[src/design/delimited_frame_collector_assert.svh]
// Assertion macros for the delimited frame collector.
`ifndef DELIMITED_FRAME_COLLECTOR_ASSERT_SVH
`define DELIMITED_FRAME_COLLECTOR_ASSERT_SVH

`ifndef SYNTHESIS
`define DFC_ASSERT_IMPL(lbl, ante, cons) \
    lbl: assert property (@(posedge i_clk) disable iff (!i_rst_n) (ante) |-> (cons)) \
        else $error("assertion failed");
`define DFC_ASSERT_NEXT(lbl, ante, cons) \
    lbl: assert property (@(posedge i_clk) disable iff (!i_rst_n) (ante) |=> (cons)) \
        else $error("assertion failed");
`else
`define DFC_ASSERT_IMPL(lbl, ante, cons)
`define DFC_ASSERT_NEXT(lbl, ante, cons)
`endif

`endif

[src/design/dfc_pkg.sv]
// Shared types and constants of the delimited frame collector.
package dfc_pkg;

    localparam int BYTE_W    = 8;
    localparam int OUT_LEN_W = 6;
    localparam int Q_DEPTH   = 4;

    localparam logic [BYTE_W-1:0] START_MARKER_RST = 8'd33;
    localparam logic [BYTE_W-1:0] END_MARKER_RST   = 8'd42;

    localparam logic CFG_START_MARKER = 1'b0;
    localparam logic CFG_END_MARKER   = 1'b1;

    typedef enum logic [1:0] {
        OP_WRITE,
        OP_READ,
        OP_FAIL
    } t_op;

    typedef enum logic [1:0] {
        BK_IDLE,
        BK_EMIT,
        BK_TERM
    } t_back_state;

    typedef struct packed {
        logic full;
        logic empty;
    } t_q_status;

endpackage

[src/design/delimited_frame_collector.sv]
// Top level of the delimited frame collector: configuration, front, queue and back.
//
// Bytes between a start marker and an end marker are gathered into a message
// of up to BUFFER_DEPTH-1 bytes (the length wraps at BUFFER_DEPTH). A read
// request (mode 1) returns every stored byte and then a zero terminator with
// last set, or a single failure result when no complete message is pending.
// The front end takes one request per cycle while the four-entry command
// queue has room. The back end drains one store write per cycle while idle,
// gives a failure result once the output register is free, and streams a
// successful readout by taking the command, then emitting each byte through
// the registered store read, then the terminator, stretched by any stall on
// the output side.
module delimited_frame_collector
    import dfc_pkg::*;
#(
    parameter int BUFFER_DEPTH = 64
) (
    input  logic                 i_clk,
    input  logic                 i_rst_n,
    // configuration write channel
    input  logic                 i_cfg_valid,
    output logic                 o_cfg_ready,
    input  logic                 i_cfg_index,
    input  logic [BYTE_W-1:0]    i_cfg_data,
    // request channel
    input  logic                 i_in_valid,
    output logic                 o_in_stall,
    input  logic                 i_mode,
    input  logic [BYTE_W-1:0]    i_rx_byte,
    // result channel
    output logic                 o_out_valid,
    input  logic                 i_out_stall,
    output logic                 o_got_message,
    output logic [BYTE_W-1:0]    o_out_byte,
    output logic [OUT_LEN_W-1:0] o_message_length,
    output logic                 o_last
);

`include "delimited_frame_collector_assert.svh"

    localparam int LW = $clog2(BUFFER_DEPTH);
    localparam int QW = $bits(t_op) + BYTE_W + LW;

    logic [BYTE_W-1:0] r_start_marker;
    logic [BYTE_W-1:0] r_end_marker;

    logic              in_accept;
    logic              q_push;
    t_op               q_op;
    logic [BYTE_W-1:0] q_data;
    logic [LW-1:0]     q_idx;
    logic [QW-1:0]     q_wdata;
    logic [QW-1:0]     q_rdata;
    logic              q_pop;
    t_q_status         q_st;
    t_op               b_op;
    logic [BYTE_W-1:0] b_data;
    logic [LW-1:0]     b_idx;

    // Configuration is always accepted; write the addressed marker.
    assign o_cfg_ready = 1'b1;

    always_ff @(posedge i_clk) begin
        if (!i_rst_n) begin
            r_start_marker <= START_MARKER_RST;
            r_end_marker   <= END_MARKER_RST;
        end else if (i_cfg_valid) begin
            case (i_cfg_index)
                CFG_START_MARKER: r_start_marker <= i_cfg_data;
                CFG_END_MARKER:   r_end_marker   <= i_cfg_data;
                default:          r_start_marker <= r_start_marker;
            endcase
        end
    end

    // Hold requests off only while the command queue is full.
    assign o_in_stall = q_st.full;
    assign in_accept  = i_in_valid && !q_st.full;

    dfc_front #(
        .BUFFER_DEPTH (BUFFER_DEPTH),
        .LW           (LW)
    ) u_front (
        .i_clk          (i_clk),
        .i_rst_n        (i_rst_n),
        .i_accept       (in_accept),
        .i_mode         (i_mode),
        .i_rx_byte      (i_rx_byte),
        .i_start_marker (r_start_marker),
        .i_end_marker   (r_end_marker),
        .o_push         (q_push),
        .o_op           (q_op),
        .o_data         (q_data),
        .o_idx          (q_idx)
    );

    // Pack the command: operation, byte, store index or message length.
    assign q_wdata = {q_op, q_data, q_idx};

    dfc_queue #(
        .W (QW)
    ) u_queue (
        .i_clk    (i_clk),
        .i_rst_n  (i_rst_n),
        .i_push   (q_push),
        .i_data   (q_wdata),
        .i_pop    (q_pop),
        .o_data   (q_rdata),
        .o_status (q_st)
    );

    assign b_op   = t_op'(q_rdata[QW-1 -: $bits(t_op)]);
    assign b_data = q_rdata[LW +: BYTE_W];
    assign b_idx  = q_rdata[LW-1:0];

    dfc_back #(
        .BUFFER_DEPTH (BUFFER_DEPTH),
        .LW           (LW)
    ) u_back (
        .i_clk            (i_clk),
        .i_rst_n          (i_rst_n),
        .i_q_valid        (!q_st.empty),
        .i_q_op           (b_op),
        .i_q_data         (b_data),
        .i_q_idx          (b_idx),
        .o_q_pop          (q_pop),
        .o_out_valid      (o_out_valid),
        .i_out_stall      (i_out_stall),
        .o_got_message    (o_got_message),
        .o_out_byte       (o_out_byte),
        .o_message_length (o_message_length),
        .o_last           (o_last)
    );

    // A read command always carries a nonzero length.
    `DFC_ASSERT_IMPL(a_read_len_nonzero, q_push && (q_op == OP_READ), q_idx != '0)
    // Every accepted read request leaves a command in the queue.
    `DFC_ASSERT_IMPL(a_read_queued, in_accept && i_mode, q_push)
    // A pushed command is visible to the back end in the next cycle.
    `DFC_ASSERT_NEXT(a_push_visible, q_push, !q_st.empty)
    // A failure result is a lone zero result with last set.
    `DFC_ASSERT_IMPL(a_fail_shape, o_out_valid && !o_got_message,
                     o_last && (o_out_byte == '0) && (o_message_length == '0))

endmodule

[src/design/dfc_front.sv]
// Front end: tracks framing state and turns requests into queue commands.
module dfc_front
    import dfc_pkg::*;
#(
    parameter int BUFFER_DEPTH = 64,
    parameter int LW           = 6
) (
    input  logic              i_clk,
    input  logic              i_rst_n,
    input  logic              i_accept,
    input  logic              i_mode,
    input  logic [BYTE_W-1:0] i_rx_byte,
    input  logic [BYTE_W-1:0] i_start_marker,
    input  logic [BYTE_W-1:0] i_end_marker,
    output logic              o_push,
    output t_op               o_op,
    output logic [BYTE_W-1:0] o_data,
    output logic [LW-1:0]     o_idx
);

    logic          r_in_frame, n_in_frame;
    logic          r_ready,    n_ready;
    logic [LW-1:0] r_len,      n_len;
    logic [LW-1:0] len_inc;

    assign len_inc = (r_len == LW'(BUFFER_DEPTH - 1)) ? '0 : r_len + 1'b1;

    always_comb begin
        n_in_frame = r_in_frame;
        n_ready    = r_ready;
        n_len      = r_len;
        o_push     = 1'b0;
        o_op       = OP_FAIL;
        o_data     = i_rx_byte;
        o_idx      = r_len;
        if (i_accept) begin
            if (!i_mode) begin
                if (!r_in_frame) begin
                    if (i_rx_byte == i_start_marker) begin
                        n_in_frame = 1'b1;
                        n_len      = '0;
                    end
                end else if (i_rx_byte == i_end_marker) begin
                    n_in_frame = 1'b0;
                    n_ready    = 1'b1;
                end else begin
                    // store at the current length, then advance with wrap
                    o_push = 1'b1;
                    o_op   = OP_WRITE;
                    n_len  = len_inc;
                end
            end else begin
                o_push = 1'b1;
                if (!r_in_frame && r_ready && (r_len != '0)) begin
                    o_op    = OP_READ;
                    n_len   = '0;
                    n_ready = 1'b0;
                end
            end
        end
    end

    always_ff @(posedge i_clk) begin
        if (!i_rst_n) begin
            r_in_frame <= 1'b0;
            r_ready    <= 1'b0;
            r_len      <= '0;
        end else begin
            r_in_frame <= n_in_frame;
            r_ready    <= n_ready;
            r_len      <= n_len;
        end
    end

endmodule

[src/design/dfc_queue.sv]
// Short command queue between the front and back ends.
module dfc_queue
    import dfc_pkg::*;
#(
    parameter int W = 16
) (
    input  logic         i_clk,
    input  logic         i_rst_n,
    input  logic         i_push,
    input  logic [W-1:0] i_data,
    input  logic         i_pop,
    output logic [W-1:0] o_data,
    output t_q_status    o_status
);

    localparam int PW = $clog2(Q_DEPTH);
    localparam int CW = $clog2(Q_DEPTH + 1);

    logic [W-1:0]  r_entry [Q_DEPTH];
    logic [PW-1:0] r_wptr, r_rptr;
    logic [CW-1:0] r_count;

    assign o_data         = r_entry[r_rptr];
    assign o_status.full  = (r_count == CW'(Q_DEPTH));
    assign o_status.empty = (r_count == '0);

    always_ff @(posedge i_clk) begin
        if (i_push) begin
            r_entry[r_wptr] <= i_data;
        end
    end

    always_ff @(posedge i_clk) begin
        if (!i_rst_n) begin
            r_wptr  <= '0;
            r_rptr  <= '0;
            r_count <= '0;
        end else begin
            if (i_push) begin
                r_wptr <= (r_wptr == PW'(Q_DEPTH - 1)) ? '0 : r_wptr + 1'b1;
            end
            if (i_pop) begin
                r_rptr <= (r_rptr == PW'(Q_DEPTH - 1)) ? '0 : r_rptr + 1'b1;
            end
            case ({i_push, i_pop})
                2'b10:   r_count <= r_count + 1'b1;
                2'b01:   r_count <= r_count - 1'b1;
                default: r_count <= r_count;
            endcase
        end
    end

endmodule

[src/design/dfc_back.sv]
// Back end: payload store, readout sequencer and output register.
module dfc_back
    import dfc_pkg::*;
#(
    parameter int BUFFER_DEPTH = 64,
    parameter int LW           = 6
) (
    input  logic                 i_clk,
    input  logic                 i_rst_n,
    input  logic                 i_q_valid,
    input  t_op                  i_q_op,
    input  logic [BYTE_W-1:0]    i_q_data,
    input  logic [LW-1:0]        i_q_idx,
    output logic                 o_q_pop,
    output logic                 o_out_valid,
    input  logic                 i_out_stall,
    output logic                 o_got_message,
    output logic [BYTE_W-1:0]    o_out_byte,
    output logic [OUT_LEN_W-1:0] o_message_length,
    output logic                 o_last
);

    localparam int EW = LW + OUT_LEN_W;

    t_back_state r_state, n_state;

    logic [BYTE_W-1:0]    r_store [BUFFER_DEPTH];
    logic [BYTE_W-1:0]    r_rdata;
    logic [LW-1:0]        rd_addr;
    logic                 mem_we;

    logic [LW-1:0]        r_idx, n_idx;
    logic [LW-1:0]        r_len, n_len;
    logic [LW-1:0]        idx_inc;
    logic                 idx_last;
    logic [EW-1:0]        len_ext;

    logic                 r_out_valid, n_out_valid;
    logic                 r_got,  n_got;
    logic [BYTE_W-1:0]    r_byte, n_byte;
    logic [OUT_LEN_W-1:0] r_olen, n_olen;
    logic                 r_last, n_last;
    logic                 out_free;

    assign out_free = !r_out_valid || !i_out_stall;
    assign idx_inc  = r_idx + 1'b1;
    assign idx_last = (r_idx == r_len - 1'b1);
    assign len_ext  = EW'(r_len);

    always_comb begin
        n_state     = r_state;
        n_idx       = r_idx;
        n_len       = r_len;
        n_out_valid = r_out_valid && i_out_stall;
        n_got       = r_got;
        n_byte      = r_byte;
        n_olen      = r_olen;
        n_last      = r_last;
        o_q_pop     = 1'b0;
        mem_we      = 1'b0;
        rd_addr     = r_idx;
        case (r_state)
            BK_IDLE: begin
                rd_addr = '0;
                if (i_q_valid) begin
                    case (i_q_op)
                        OP_WRITE: begin
                            o_q_pop = 1'b1;
                            mem_we  = 1'b1;
                        end
                        OP_READ: begin
                            o_q_pop = 1'b1;
                            n_len   = i_q_idx;
                            n_idx   = '0;
                            n_state = BK_EMIT;
                        end
                        default: begin
                            if (out_free) begin
                                o_q_pop     = 1'b1;
                                n_out_valid = 1'b1;
                                n_got       = 1'b0;
                                n_byte      = '0;
                                n_olen      = '0;
                                n_last      = 1'b1;
                            end
                        end
                    endcase
                end
            end
            BK_EMIT: begin
                if (out_free) begin
                    n_out_valid = 1'b1;
                    n_got       = 1'b1;
                    n_byte      = r_rdata;
                    n_olen      = len_ext[OUT_LEN_W-1:0];
                    n_last      = 1'b0;
                    if (idx_last) begin
                        n_state = BK_TERM;
                    end else begin
                        n_idx   = idx_inc;
                        rd_addr = idx_inc;
                    end
                end
            end
            BK_TERM: begin
                if (out_free) begin
                    n_out_valid = 1'b1;
                    n_got       = 1'b1;
                    n_byte      = '0;
                    n_olen      = len_ext[OUT_LEN_W-1:0];
                    n_last      = 1'b1;
                    n_state     = BK_IDLE;
                end
            end
            default: begin
                n_state = BK_IDLE;
            end
        endcase
    end

    always_ff @(posedge i_clk) begin
        if (mem_we) begin
            r_store[i_q_idx] <= i_q_data;
        end
        r_rdata <= r_store[rd_addr];
    end

    always_ff @(posedge i_clk) begin
        if (!i_rst_n) begin
            r_state     <= BK_IDLE;
            r_out_valid <= 1'b0;
        end else begin
            r_state     <= n_state;
            r_out_valid <= n_out_valid;
        end
    end

    always_ff @(posedge i_clk) begin
        r_idx  <= n_idx;
        r_len  <= n_len;
        r_got  <= n_got;
        r_byte <= n_byte;
        r_olen <= n_olen;
        r_last <= n_last;
    end

    assign o_out_valid      = r_out_valid;
    assign o_got_message    = r_got;
    assign o_out_byte       = r_byte;
    assign o_message_length = r_olen;
    assign o_last           = r_last;

endmodule
[config.mk]
export PLATFORM = sky130hd
export DESIGN_NAME = delimited_frame_collector
export DESIGN_NICKNAME = d
export VERILOG_FILES = /design/src/design/dfc_pkg.sv /design/src/design/delimited_frame_collector.sv /design/src/design/dfc_front.sv /design/src/design/dfc_queue.sv /design/src/design/dfc_back.sv
export VERILOG_INCLUDE_DIRS = /design/src /design/src/design
export SDC_FILE = /design/constraint.sdc
export NUM_CORES = 1
export LEC_CHECK = 0
export BUFFER_PORTS_ARGS = -buffer_cell sky130_fd_sc_hd__buf_2
export CAP_MARGIN = 10
export CORE_UTILIZATION = 40
export CTS_CLUSTER_DIAMETER = 120
export DETAILED_ROUTE_END_ITERATION = 16
export RECOVER_POWER = 100
export SYNTH_ARGS = -nofsm -noshare
export SYNTH_HDL_FRONTEND = slang
export SYNTH_SLANG_ARGS = --single-unit
[constraint.sdc]
create_clock -name i_clk -period 9.79 [get_ports i_clk]
set_clock_uncertainty 0.15 [all_clocks]
set_input_delay 0.4895 -clock i_clk [delete_from_list [all_inputs] [get_ports i_clk]]
set_output_delay 0.4895 -clock i_clk [all_outputs]
set_load 0.05 [all_outputs]
==> impl_metrics.py <==
metrics = {
    "status": {
        "status": "finished, violations left",
        "violations": "max-capacitance violations, max-slew violations",
    },
    "global_route": {
        "grt_first_pass_wirelength_um": 115000,
        "first_global_vias": 18300,
        "antenna_found_initial": 0,
        "grt_max_degree": 84,
        "grtUsageTotal_pct": 21.35,
        "gr-total-overflow": 0,
    },
    "synthesis": {
        "async_flop_share_pct": 0,
        "synth_top_area_share_pct": 64.36,
        "yosys.area_share.simple_pct": 12.08,
        "ys_dominant_reg_cell": "edfxtp_1",
        "synth_top_family_by_area": "simple AND/OR/NAND/NOR gates",
        "synthMuxAreaShare_pct": 4.404,
        "yosys.area_share.xor_xnor_pct": 0.9945,
        "synthDistinctLibCells": 73,
        "synth-compound-area-share_pct": 11.64,
        "yosysTopAreaCell": "edfxtp_1",
        "synth_edf_count": 604,
        "syn_inst": 2197,
        "synth_area_leaders": "edfxtp_1 (64%), nand2_1 (4.2%), dfxtp_1 (3.1%), mux2i_1 (3.1%), a21oi_1 (2.5%)",
        "yosys_warnings": 0,
        "ys_ff_latch": 648,
        "ys_seq_area_share_pct": 67.48,
        "synthAdderAreaFrac_pct": 0.7370,
        "syn-num-nets": 2236,
        "syn_area_um2": 28180,
        "syn_area_per_cell_um2": 12.83,
    },
    "critical_path": {
        "startpoint_type": "flop",
        "cp_max_fo": 83,
        "cp-startpoint": "u_back.r_state[1]",
        "cp.required_ns": 10.17,
        "cp-end-kind": "flop",
        "crit_arrival_ns": 7.95,
        "reg2reg_slack_ns": 2.21,
        "r2r_start": "u_back.r_state[1]",
        "path_class": "reg -> reg",
    },
    "power": {
        "pwr-share-seq_pct": 39.0,
        "switching_share_pct": 36.97,
        "power_density_nw_per_um2": 286.8,
        "power.internal_w": 0.005681,
        "pwr-share-clk_pct": 28.6,
        "power.switching_w": 0.003331,
        "pwr-share-comb_pct": 32.4,
        "peakVddDrop_mv": 0.1704,
        "leakage_nw": 10.09,
    },
    "clock_network": {
        "clock_latency_ns": 0.62,
        "clkSlewWorstSetupHoldPaths_ns": 0.06,
        "clk_path_buf_depth": 3,
        "cts_root_buf": "clkbuf_16",
        "cts-buffers-inserted": 71,
        "cts_sinks": 648,
        "cts_htree_levels": 3,
        "cts_tree": "done",
    },
    "place": {
        "gp_congestion": 0.8616,
        "placed_cell_area_um2": 29140,
        "port_buffers": 40,
        "post-place-ws_ns": 3.851,
        "hpwl_um": 44570,
    },
    "cells_and_area": {
        "design_area_um2": 31430,
        "num-nets-final": 2246,
        "drive_gt1_share_pct": 6.982,
        "fillers": 6268,
        "diodes": 0,
        "seq_area_um2": 19020,
        "multi_input_area_um2": 8442,
        "area_delta_synth_final_pct": 11.51,
        "fin_util_pct": 45.42,
    },
    "detailed_routing": {
        "drt-wirelength-per-cell_um": 23.89,
        "dr.pass1.iters": 6,
        "drc_errors": 0,
        "ant_nets": 0,
        "drt_iter0_markers": 2095,
        "vias": 18780,
        "wl_um": 76310,
        "via_per_inst": 5.880,
    },
    "sta": {
        "hold_viol": 0,
        "fin_setup_tns_ns": 0,
        "setup_viol": 0,
        "fin_crit_sh_pct": 77.39,
        "setup_ws_ns": 2.213,
        "tightest_slew_ns": 3.649,
        "slew_headroom_pct": -143.3,
        "maxSlewViolCount": 606,
        "rsz0062_at_grt": "false",
        "post-route-min-period_ns": 7.577,
        "fmax_ghz": 0.1320,
    },
    "floorplan": {
        "die_width_um": 267.4,
        "start_util_pct": 40.73,
        "fp-row-count": 96,
        "core_area_um2": 69190,
        "fp.dieH_um": 267.4,
        "dieArea_um2": 71520,
        "ioPinCount": 42,
    },
    "min_path": {
        "hold_class": "in -> reg",
        "hold_start": "i_mode",
    },
    "run": {
        "drv_cap": 10,
    },
}
-- Yosys cell counts (15+ instances only) --
cell type and n:
edfxtp_1 604, nand2_1 312, a21oi_1 141, nor2_1 123
nand3_1 89, mux2i_1 88, nor3_1 83, clkbuf_1 63
buf_2 55, o21ai_0 50, dfxtp_1 44, a22oi_1 40
and2_1 39, o22ai_1 32, nor2b_1 27, o211ai_1 25
xor2_1 24, a2111oi_0 23, a211oi_1 20, o22a_1 20
a311oi_1 19, buf_1 17, inv_1 16, mux4_2 16
o32ai_1 16, or3_1 16, a21boi_0 15, a31oi_1 15
ha_1 15
-- metrics by stage --
stage / std cells / hold slack [ns] / power (W)
2_1_floorplan: 2197 / 0.3051 / 0.005431
3_3_place_gp: 3050 / 0.3159 / 0.006386
3_5_place_dp: 3050 / 0.3242 / 0.006436
4_1_cts: 3194 / 0.01317 / 0.009000
5_1_grt: 3194 / 0.09888 / 0.009352
6_report: 3194 / 0.08780 / 0.009012
-- path summary, 6_finish.rpt --
path	cells past startpoint	to
max	15	u_back.r_rdata[7]
min	4	u_front.r_in_frame
max reg2reg	15	u_back.r_rdata[7]
min reg2reg	2	r_start_marker[7]
-- cell families after synthesis --
kind of cell	Yosys count
compound gates	483
simple gates	747
mux	104
buf+inv	166
xor+xnor	32
other cells	1
fa+ha+maj	16
flops	648
-- what timing repair did --
item	CTS	global route
resized for setup	0	0
endpoints found under the hold margin	38	0
setup buffers	0	0
hold buffers	15	0
-- power by group through the flow --
stage / Combinational, W / Sequential (W) / Clock, W
global placement: 0.00286 / 0.00353 / 0
detailed placement: 0.00291 / 0.00353 / 0
finish: 0.00292 / 0.00352 / 0.00257
floorplan: 0.00182 / 0.00361 / 0
CTS: 0.00292 / 0.00347 / 0.00261
global route: 0.00312 / 0.00353 / 0.00270
-- critical path, cell delays in order, from the launching register on --
cell	delay, ns
dfxtp_1	0.38
inv_1	0.11
ha_1	0.17
buf_4	0.32
clkbuf_1	1.74
nor2_1	0.59
nand2_2	0.24
o21ai_0	0.10
a31oi_1	0.32
and3_4	0.90
buf_4	0.77
a21oi_1	0.19
a22oi_1	0.21
nor2_1	0.06
a2111oi_0	0.97
o2bb2ai_1	0.21
-- area by class of cell --
cell class | instances | share of cell area, %
flip-flops and latches | 648 | 60.52
clock inverters | 33 | 0.7684
well taps | 931 | 3.707
repair buffers | 86 | 1.601
multi-input cells | 1383 | 26.86
inverters | 17 | 0.2030
clock buffers | 96 | 6.342
-- state kept, by name (all words and copies together) (netlist names), 2 cells and up, named ones only --
register                 flops
u_back.r_store             512
u_queue.r_entry             64
r_end_marker                 8
r_start_marker               8
u_back.o_out_byte            8
u_back.r_rdata               8
u_back.o_message_length      6
u_back.r_idx                 6
u_back.r_len                 6
u_front.o_idx                6
u_queue.r_count              3
u_back.r_state               2
u_queue.r_rptr               2
u_queue.r_wptr               2
-- placed cells by master, fill, tap and decap left out, types with 25 or more instances in the layout --
cell type and instances:
clkbuf_16 73, nand2_1 311, a21oi_1 141, o22ai_1 32, clkbuf_1 59, edfxtp_1 604, a22oi_1 40, nand3_1 89
dfxtp_1 44, nor3_1 83, nor2_1 123, mux2i_1 88, o21ai_0 51, o211ai_1 25, nor2b_1 27
-- metal layers --
layer	vias to the layer above	part of all wire, %	GRT usage [%]
li1	8391	-	-
met1	9382	41	28.94
met2	841	47	34.35
met3	167	8.0	3.834
met4	0	3.3	7.707
met5	-	0	0
No activity file was read; power rests on OpenSTA's default activity.
